**config.mk**
```make
export PLATFORM = sky130hd
export DESIGN_NAME = ipv4_longest_prefix_table
export DESIGN_NICKNAME = d
export VERILOG_FILES = /design/src/rtl/core/iplpt_pkg.sv /design/src/rtl/core/ipv4_longest_prefix_table.sv
export SDC_FILE = /design/constraint.sdc
export NUM_CORES = 2
export LEC_CHECK = 0
export BUFFER_PORTS_ARGS = -buffer_cell sky130_fd_sc_hd__buf_2
export CORE_MARGIN = 2
export CORE_UTILIZATION = 60
export CTS_CLUSTER_SIZE = 25
export DETAILED_ROUTE_END_ITERATION = 6
export PLACE_DENSITY = 0.73
export SYNTH_ARGS = -nofsm -noshare
export SYNTH_HDL_FRONTEND = slang
export SYNTH_SLANG_ARGS = --single-unit
```
**constraint.sdc**
```tcl
create_clock -name clk -period 18 [get_ports clk]
set_clock_uncertainty 0.2 [all_clocks]
set_input_delay 3.6 -clock clk [delete_from_list [all_inputs] [get_ports clk]]
set_output_delay 3.6 -clock clk [all_outputs]
set_load 0.05 [all_outputs]
```
**src/rtl/core/iplpt_pkg.sv**
```systemverilog
package iplpt_pkg;

  localparam int ADDR_W   = 32;
  localparam int PREFIX_W = 6;
  localparam int VIP_W    = 32;
  localparam int CMD_W    = 2;
  localparam int STATUS_W = 2;

  localparam logic [PREFIX_W-1:0] PREFIX_MAX = PREFIX_W'(32);

  // command codes, code 3 behaves as a lookup
  localparam logic [CMD_W-1:0] CMD_LOOKUP     = 2'd0;
  localparam logic [CMD_W-1:0] CMD_UPDATE_ADD = 2'd1;
  localparam logic [CMD_W-1:0] CMD_DELETE     = 2'd2;

  // result status codes
  localparam logic [STATUS_W-1:0] STATUS_FOUND     = 2'd0;
  localparam logic [STATUS_W-1:0] STATUS_ADDED     = 2'd1;
  localparam logic [STATUS_W-1:0] STATUS_NOT_FOUND = 2'd2;
  localparam logic [STATUS_W-1:0] STATUS_FULL      = 2'd3;

  typedef enum logic [2:0] {
    ST_CLEAR,
    ST_IDLE,
    ST_SCAN,
    ST_FINISH,
    ST_WRITE
  } state_t;

  // one table row as held in memory
  typedef struct packed {
    logic                valid;
    logic [ADDR_W-1:0]   address;
    logic [PREFIX_W-1:0] prefix;
    logic [VIP_W-1:0]    vip;
  } entry_t;

  // leading-ones mask for a prefix length of 0 to 32
  function automatic logic [ADDR_W-1:0] prefix_mask(input logic [PREFIX_W-1:0] len);
    logic [ADDR_W-1:0] m;
    if (len == '0) begin
      m = '0;
    end else if (len >= PREFIX_MAX) begin
      m = '1;
    end else begin
      m = {ADDR_W{1'b1}} << (PREFIX_MAX - len);
    end
    return m;
  endfunction

endpackage

```
**src/rtl/core/ipv4_longest_prefix_table.sv**
```systemverilog
// channel | signals                                            | direction
// --------+----------------------------------------------------+----------
// in      | in_valid in_ready command address prefix_length    | input word
//         | virtual_ip                                         |
// out     | out_valid out_ready hit status match_address       | result word
//         | match_prefix match_vip                             |
//
// each word passes through accept, one memory read per entry through the
// single read port, a drain of the read pipeline, and a write-back that
// loads the result register.
// after reset a clearing pass invalidates every row, in_ready low
// a result waiting on out_ready holds the write-back cycle; the next word is
// accepted while the previous result still sits in the output register.
module ipv4_longest_prefix_table #(
  parameter int TABLE_ENTRIES = 16
) (
  input  logic                               clk,
  input  logic                               rst,
  input  logic                               in_valid,
  output logic                               in_ready,
  input  logic [iplpt_pkg::CMD_W-1:0]        command,
  input  logic [iplpt_pkg::ADDR_W-1:0]       address,
  input  logic [iplpt_pkg::PREFIX_W-1:0]     prefix_length,
  input  logic [iplpt_pkg::VIP_W-1:0]        virtual_ip,
  output logic                               out_valid,
  input  logic                               out_ready,
  output logic                               hit,
  output logic [iplpt_pkg::STATUS_W-1:0]     status,
  output logic [iplpt_pkg::ADDR_W-1:0]       match_address,
  output logic [iplpt_pkg::PREFIX_W-1:0]     match_prefix,
  output logic [iplpt_pkg::VIP_W-1:0]        match_vip
);
  import iplpt_pkg::*;

  localparam int IDX_W = (TABLE_ENTRIES > 1) ? $clog2(TABLE_ENTRIES) : 1;
  localparam logic [IDX_W-1:0] LAST_IDX = IDX_W'(TABLE_ENTRIES - 1);

  // table storage
  entry_t mem [TABLE_ENTRIES];
  entry_t rd_data;
  logic             mem_we;
  logic [IDX_W-1:0] mem_waddr;
  entry_t           mem_wdata;

  state_t state, state_next;
  logic [IDX_W-1:0] scan_cnt;
  logic             cmp_vld;
  logic [IDX_W-1:0] cmp_idx;

  // captured word
  logic [CMD_W-1:0]    cmd_q;
  logic [ADDR_W-1:0]   addr_q;
  logic [PREFIX_W-1:0] plen_q;
  logic [VIP_W-1:0]    vip_q;

  // best cover and first free row seen so far
  logic                best_found;
  logic [IDX_W-1:0]    best_idx;
  logic [ADDR_W-1:0]   best_addr;
  logic [PREFIX_W-1:0] best_prefix;
  logic [VIP_W-1:0]    best_vip;
  logic                free_found;
  logic [IDX_W-1:0]    free_idx;

  logic covers;
  logic better;
  logic take_best;
  logic take_free;
  logic load_out;

  logic                res_hit;
  logic [STATUS_W-1:0] res_status;
  logic [ADDR_W-1:0]   res_addr;
  logic [PREFIX_W-1:0] res_prefix;
  logic [VIP_W-1:0]    res_vip;

  // memory ports, read data registered
  always_ff @(posedge clk) begin
    if (mem_we) begin
      mem[mem_waddr] <= mem_wdata;
    end
    rd_data <= mem[scan_cnt];
  end

  // compare the row coming out of memory against the best so far
  always_comb begin
    covers = rd_data.valid &&
             (((addr_q ^ rd_data.address) & prefix_mask(rd_data.prefix)) == '0);
    better = !best_found || (rd_data.prefix > best_prefix) ||
             ((rd_data.prefix == best_prefix) && (rd_data.address < best_addr));
    take_best = cmp_vld && covers && better;
    take_free = cmp_vld && !rd_data.valid && !free_found;
  end

  // state register
  always_ff @(posedge clk) begin
    if (rst) begin
      state <= ST_CLEAR;
    end else begin
      state <= state_next;
    end
  end

  // next state, write-back and result
  always_comb begin
    state_next = state;
    in_ready   = 1'b0;
    mem_we     = 1'b0;
    mem_waddr  = scan_cnt;
    mem_wdata  = '0;
    load_out   = 1'b0;
    res_hit    = 1'b0;
    res_status = STATUS_NOT_FOUND;
    res_addr   = '0;
    res_prefix = '0;
    res_vip    = '0;
    unique case (state)
      ST_CLEAR: begin
        mem_we = 1'b1;
        if (scan_cnt == LAST_IDX) begin
          state_next = ST_IDLE;
        end
      end
      ST_IDLE: begin
        in_ready = 1'b1;
        if (in_valid) begin
          state_next = ST_SCAN;
        end
      end
      ST_SCAN: begin
        if (scan_cnt == LAST_IDX) begin
          state_next = ST_FINISH;
        end
      end
      ST_FINISH: begin
        state_next = ST_WRITE;
      end
      ST_WRITE: begin
        if (!out_valid || out_ready) begin
          load_out   = 1'b1;
          state_next = ST_IDLE;
          case (cmd_q)
            CMD_UPDATE_ADD: begin
              if (best_found) begin
                mem_we     = 1'b1;
                mem_waddr  = best_idx;
                mem_wdata  = '{valid: 1'b1, address: best_addr,
                               prefix: best_prefix, vip: vip_q};
                res_hit    = 1'b1;
                res_status = STATUS_FOUND;
                res_addr   = best_addr;
                res_prefix = best_prefix;
                res_vip    = vip_q;
              end else if (free_found) begin
                mem_we     = 1'b1;
                mem_waddr  = free_idx;
                mem_wdata  = '{valid: 1'b1, address: addr_q,
                               prefix: plen_q, vip: vip_q};
                res_status = STATUS_ADDED;
                res_addr   = addr_q;
                res_prefix = plen_q;
                res_vip    = vip_q;
              end else begin
                res_status = STATUS_FULL;
              end
            end
            CMD_DELETE: begin
              if (best_found) begin
                mem_we     = 1'b1;
                mem_waddr  = best_idx;
                mem_wdata  = '0;
                res_hit    = 1'b1;
                res_status = STATUS_FOUND;
                res_addr   = best_addr;
                res_prefix = best_prefix;
                res_vip    = best_vip;
              end
            end
            default: begin
              if (best_found) begin
                res_hit    = 1'b1;
                res_status = STATUS_FOUND;
                res_addr   = best_addr;
                res_prefix = best_prefix;
                res_vip    = best_vip;
              end
            end
          endcase
        end
      end
      default: begin
        state_next = ST_CLEAR;
      end
    endcase
  end

  // scan counter and read pipeline tracking
  always_ff @(posedge clk) begin
    if (rst) begin
      scan_cnt <= '0;
      cmp_vld  <= 1'b0;
    end else begin
      cmp_vld <= (state == ST_SCAN);
      if ((state == ST_CLEAR) || (state == ST_SCAN)) begin
        scan_cnt <= (scan_cnt == LAST_IDX) ? '0 : scan_cnt + 1'b1;
      end
    end
    cmp_idx <= scan_cnt;
  end

  // word capture and best / free tracking
  always_ff @(posedge clk) begin
    if (rst) begin
      best_found <= 1'b0;
      free_found <= 1'b0;
    end else if (in_ready && in_valid) begin
      best_found <= 1'b0;
      free_found <= 1'b0;
    end else begin
      if (take_best) begin
        best_found <= 1'b1;
      end
      if (take_free) begin
        free_found <= 1'b1;
      end
    end
    if (in_ready && in_valid) begin
      cmd_q  <= command;
      addr_q <= address;
      plen_q <= (prefix_length > PREFIX_MAX) ? PREFIX_MAX : prefix_length;
      vip_q  <= virtual_ip;
    end
    if (take_best) begin
      best_idx    <= cmp_idx;
      best_addr   <= rd_data.address;
      best_prefix <= rd_data.prefix;
      best_vip    <= rd_data.vip;
    end
    if (take_free) begin
      free_idx <= cmp_idx;
    end
  end

  // output register
  always_ff @(posedge clk) begin
    if (rst) begin
      out_valid <= 1'b0;
    end else if (load_out) begin
      out_valid <= 1'b1;
    end else if (out_ready) begin
      out_valid <= 1'b0;
    end
    if (load_out) begin
      hit           <= res_hit;
      status        <= res_status;
      match_address <= res_addr;
      match_prefix  <= res_prefix;
      match_vip     <= res_vip;
    end
  end

endmodule

```
== Word-level counts from Yosys, hierarchy flattened ==
Memory sizes are Yosys's and may differ from the RTL's. A register that Yosys moved wholly into a read port is not among the register bits.
Cells that the tools add are included.

* Flip-flop bits (word level): 238
* Memory bits (writable): 1136
* Input port bits: 76
* Logic and storage cells: 113
* Memories: 1

{| class="wikitable"
|+ Memories
! name !! depth !! bits a word !! rd ports !! clocked after memory_dff !! write ports !! RTL line !! text
|-
| mem || 16 || 71 || 1 || 1 || 1 || ipv4_longest_prefix_table.sv:39 || <nowiki>entry_t mem [TABLE_ENTRIES];</nowiki>
|}

* $add $sub $neg: 2
* $lt $le $gt $ge: 4
* Equal/unequal tests: 12
* Shifts and indexed selects: 1
* Mux-type cells: 48
* Bitwise logic cells: 2
* Reductions and logical operators: 22

{| class="wikitable"
|+ Operator list
! cell !! count
|-
| $mux W71 || 5
|-
| $mux W32 || 10
|-
| $and A32 B32 Y32 || 1
|-
| $logic_not A32 Y1 || 1
|-
| $lt A32 B32 Y1 || 1
|-
| $shl A32 B6 Y32 const A || 1
|-
| $xor A32 B32 Y32 || 1
|-
| $mux W4 || 6
|-
| $mux W6 || 4
|-
| $pmux W3 S5 || 1
|-
| $mux W3 || 4
|-
| $mux W1 || 11
|-
| $mux W2 || 4
|-
| $pmux W4 S2 || 1
|-
| $logic_and A1 B1 Y1 || 7
|-
| $eq A3 B2 Y1 const B || 2
|-
| $eq A6 B6 Y1 || 1
|-
| $ge A6 B6 Y1 const B || 1
|-
| $gt A6 B6 Y1 || 1
|-
| $gt A6 B6 Y1 const B || 1
|-
| $logic_not A6 Y1 || 1
|-
| $sub A6 B6 Y6 const A || 1
|-
| $add A4 B1 Y4 const B || 1
|-
| $eq A4 B4 Y1 const B || 1
|-
| 14 further kinds || 23
|}

== Longest topological paths before layout ==
* Depth in word-level cells: 9
* Mapped depth: 11
* Depth with buffers taken out: 10

== Worst setup path after synthesis ==
No wires, ideal clock.

* Path type: input to register
* Start point: input port out_ready
* End point: memory mem[7][0] (netlist name) (enable)
* Library setup time: 501 ps
* Arrival time: 8864 ps
* Data required time: 17299 ps
* Path slack: 8435 ps
* Stages on the path: 8
* Cell sequence: nand2b_1 and2_1 buf_2 and2b_1 o221ai_1 a211o_1 or3_1 nor2_1

* Longest elaborated chain between the ends: 5
* Elaborated cells between the ends (all ways): 7
* Those cells by class: mux (6); reduce/logical (1)

{| class="wikitable"
|+ RTL lines
! what !! RTL line !! text
|-
| from (decl) || ipv4_longest_prefix_table.sv:26 || <nowiki>input logic out_ready,</nowiki>
|-
| $logic_or A1 B1 Y1 (*) || ipv4_longest_prefix_table.sv:139 || <nowiki>if (!out_valid || out_ready) begin</nowiki>
|-
| $mux W1 || ipv4_longest_prefix_table.sv:139 ||
|-
| $pmux W1 S2 || ipv4_longest_prefix_table.sv:117 || <nowiki>unique case (state)</nowiki>
|-
| $mux W1 || ipv4_longest_prefix_table.sv:79 || <nowiki>if (mem_we) begin</nowiki>
|-
| $mux W1 (implied by the code) || ipv4_longest_prefix_table.sv:80 || <nowiki>mem[mem_waddr] <= mem_wdata;</nowiki>
|-
| to (decl) || ipv4_longest_prefix_table.sv:39 ||
|}

Mark *: on every way between the ends. The rest lies on a longest branch, timed or not.

== Worst setup path after layout ==
* Start point: input port out_ready
* End point: memory mem[3][7] (netlist name) (enable)

The elaborated chain is that of the path after synthesis.

==> summary.txt <==
Status
  • Status: finished, final reports clean

Place
  • Pre-CTS setup slack: slightly below 10 ns
  • GP Congestion: between 1 and 1.5
  • Placed insts: 3729
  • Post-DP HPWL: 66100 um
  • Number of port buffers: 150

Route
  • Remaining antenna violation count: 0
  • Metal3 WL: between 10000 and 15000 um
  • Iteration-0 DRC Markers: roughly 3400
  • 1st-pass router iterations: 6
  • DR DRC count: 0
  • Highest Signal Layer: met4
  • M1 WL: 48500 um
  • Total number of vias: ~26000
  • Total length of routed wires: 126000 um
  • Met2 routed WL: between 60000 and 70000 um
  • Routed WL per cell: 31.4 um
  • Vias/cell: 6.57

Setup path
  • R2R Path Start: state[2]
  • CP endpoint: mem[3][7]
  • Setup Crit Path Kind: in -> reg
  • CP arrival: 7.67 ns
  • CP endpoint kind: flop
  • R2R setup slack: about 13 ns
  • CP Max Fanout: 43
  • WP data required: roughly 18 ns
  • FF-to-FF End: mem[3][7]
  • Crit path from: out_ready
  • Worst reg2reg path depth: 8
  • Startpoint types: primary input

Synth
  • Ys Warns: 0
  • Post-synth cell types: 66
  • Post-synth top area share: 0.747
  • Cells after Synth: 2470
  • Synth area leaders: edfxtp_1 (75%), mux4_2 (15%), dfxtp_1 (3.2%), ha_1 (1.0%), nor2_1 (0.76%)
  • Commonest cells post-synth: edfxtp_1 (1359), mux4_2 (355), nor2_1 (110), dfxtp_1 (86), clkbuf_1 (76)
  • Syn Nets: 2590
  • Sequential element share of the synthesized area: 0.779
  • Largest area contributor in the netlist: edfxtp_1
  • Post-synth ARST share: 0
  • Avg Inst Size Synth: 22.1 sq um
  • Top-count cell post-synth: edfxtp_1
  • Post-Syn Area: 54600 sq um
  • Main synth FF type: edfxtp_1
  • Yosys reg bits: 1445
  • Number of synthesized flops with an enable pin: 1359

Job
  • Number of max-cap violations: 0

STA
  • Minimum clock period: 7.51 ns
  • Unrepaired setup endpoints after global routing: no
  • Worst-margin pin slew: between 1 and 1.5 ns
  • Post-route clock period utilization: 0.417
  • Final number of hold-violating endpoints: 0
  • Fin. max-slew vios: 0
  • Rel. slew slack: 0.163
  • Min Hold Slack: 0.204 ns
  • Setup Viol. Count Final: 0
  • Fin Setup TNS: 0 ns
  • Max Fclk: 133 MHz
  • Final worst setup slack: 10.49 ns

Floorplan
  • Die area: 93400 sq um
  • Core Area: 90100 sq um
  • Die Ht: 306 um
  • Die width: just over 300 um
  • I/O pins: 151
  • FP Rows: 110
  • Initial Utilization: 0.606

Power
  • Clock share of power: 0.403
  • LEAKAGE: 18.4 nW
  • Sequential share of power: 0.536
  • P_int: 5.57 mW
  • Logic pwr share: 0.061
  • Switch share: 0.216
  • Psw: between 1.5 and 2 mW
  • PwrDens: 116 nW/um^2
  • Peak VDD IR: about 0.00010 V

Global routing
  • Total Routing Usage GR: 0.277
  • First-pass GRT wire length: around 180000 um
  • Number of global-route vias before repair: 27105
  • Largest net degree at the start of global routing: 107
  • Initial antenna violation count: 3
  • Grt ovf: 0

CTS
  • Number of buffers created by CTS: roughly 140
  • Root cell of the clock tree: clkbuf_16
  • CTS Hold Buffers Added: 0
  • Post-CTS Setup Inserts: 0
  • Clock Latency Late Sink: about 0.74 ns
  • # H-tree levels: 4
  • Post-CTS resize count: 0
  • Clock transition at the registers of the reported paths: ~0.06 ns
  • CTS tree: built
  • Clock tree buffer depth: 3
  • Clock sinks: 1445

Layout
  • Layout cells sized above 1: 0.283
  • FILL cells: about 5300
  • Area Overhead vs Synth: 12.6%
  • Final #Nets: between 2000 and 3000
  • Fin cells: 3997

Worst hold path
  • Worst hold path class: reg -> reg
[cell usage in the layout (no fill, tap or decap), drive strengths merged, types with 6 or more instances in the layout]
cell type  instances
edfxtp          1359
mux4             355
buf              198
clkbuf           197
nor2             110
dfxtp             86
inv               58
a21o              49
clkinv            49
ha                44
a22oi             42
and2              35
a21oi             26
o21ai             26
xnor2             20
nand2             19
xor2              16
nand2b            13
nor2b             13
o21a               6
a211oi             6
bufinv             6
[through the flow]
stage	total power, mW	area [sq um]	utilization
finish	7.11	61500	0.682
global route	7.31	61500	0.682
CTS	7.15	61500	0.682
detailed placement	4.31	56900	0.632
global placement	4.30	56900	0.632
floorplan	4.16	54600	-
[worst max-delay path: stages]
cell      delay [ns]
buf_2           0.07
nand2b_1        0.17
and2_4          0.58
and2b_1         0.30
o221ai_1        0.14
a211o_1         0.38
or3_1           0.51
nor2_4          1.02
buf_4           0.82
[cell families (layout without fill, tap and decap cells)]
group	after synthesis	in the layout	synth area share
buffers and inverters	166	513	0.0118
other	0	4	0
AO/OA/AOI/OAI	191	191	0.0250
flip-flops	1445	1445	0.779
AND/OR/NAND/NOR	231	231	0.0218
XOR/XNOR	36	36	0.00577
multiplexers	357	357	0.147
adder cells (fa/ha/maj)	44	44	0.0101
[flip-flops by register name, summed over array words and instances (netlist names)]
register	cells
addr_q	32
best_addr	32
best_found	1
best_idx	4
best_prefix	6
best_vip	32
cmd_q	2
cmp_idx	4
cmp_vld	1
free_found	1
free_idx	4
hit	1
match_address	32
match_prefix	6
match_vip	32
mem	1136
out_valid	1
plen_q	6
rd_data	71
scan_cnt	4
state	3
status	2
vip_q	32
[power by group through the flow]
stage          Clock [mW]  Combinational, mW  Sequential [mW]
4_1_cts              2.90              0.432             3.81
2_1_floorplan           0              0.311             3.85
3_3_place_gp            0              0.423             3.87
6_report             2.87              0.435             3.81
5_1_grt              3.03              0.460             3.82
3_5_place_dp            0              0.428             3.88
[worst min path at each step]
| stage | startpoint | to | slack (ns) | cells after the start |
|---|---|---|---|---|
| after floorplan | scan_cnt[1] | cmp_idx[1] | 0.15 | 0 |
| after global placement | rd_data[29] | best_vip[29] | 0.19 | 0 |
| after detailed placement | rd_data[30] | best_vip[30] | 0.19 | 0 |
| after CTS | rd_data[18] | best_vip[18] | 0.20 | 0 |
| after global routing | rd_data[8] | best_vip[8] | 0.21 | 0 |
| final | rd_data[8] | best_vip[8] | 0.20 | 0 |
[layout make-up]
type,instances,area [sq um],area share
sequential,1445,42500,0.692
multi-input combinational,859,11600,0.189
clock buffer,197,3950,0.0642
tap,1176,1470,0.0239
timing repair buffer,198,1120,0.0183
clock inverter,67,583,0.00949
inverter,51,191,0.00311
antenna,4,10.0,0.000163
[layer usage]
metal  track usage  up-vias
met4        0.0829        0
met1         0.396    13819
met3        0.0476      200
met5             0        -
met2         0.446     1535
li1              -    10726
No activity file was read; power rests on OpenSTA's default activity.
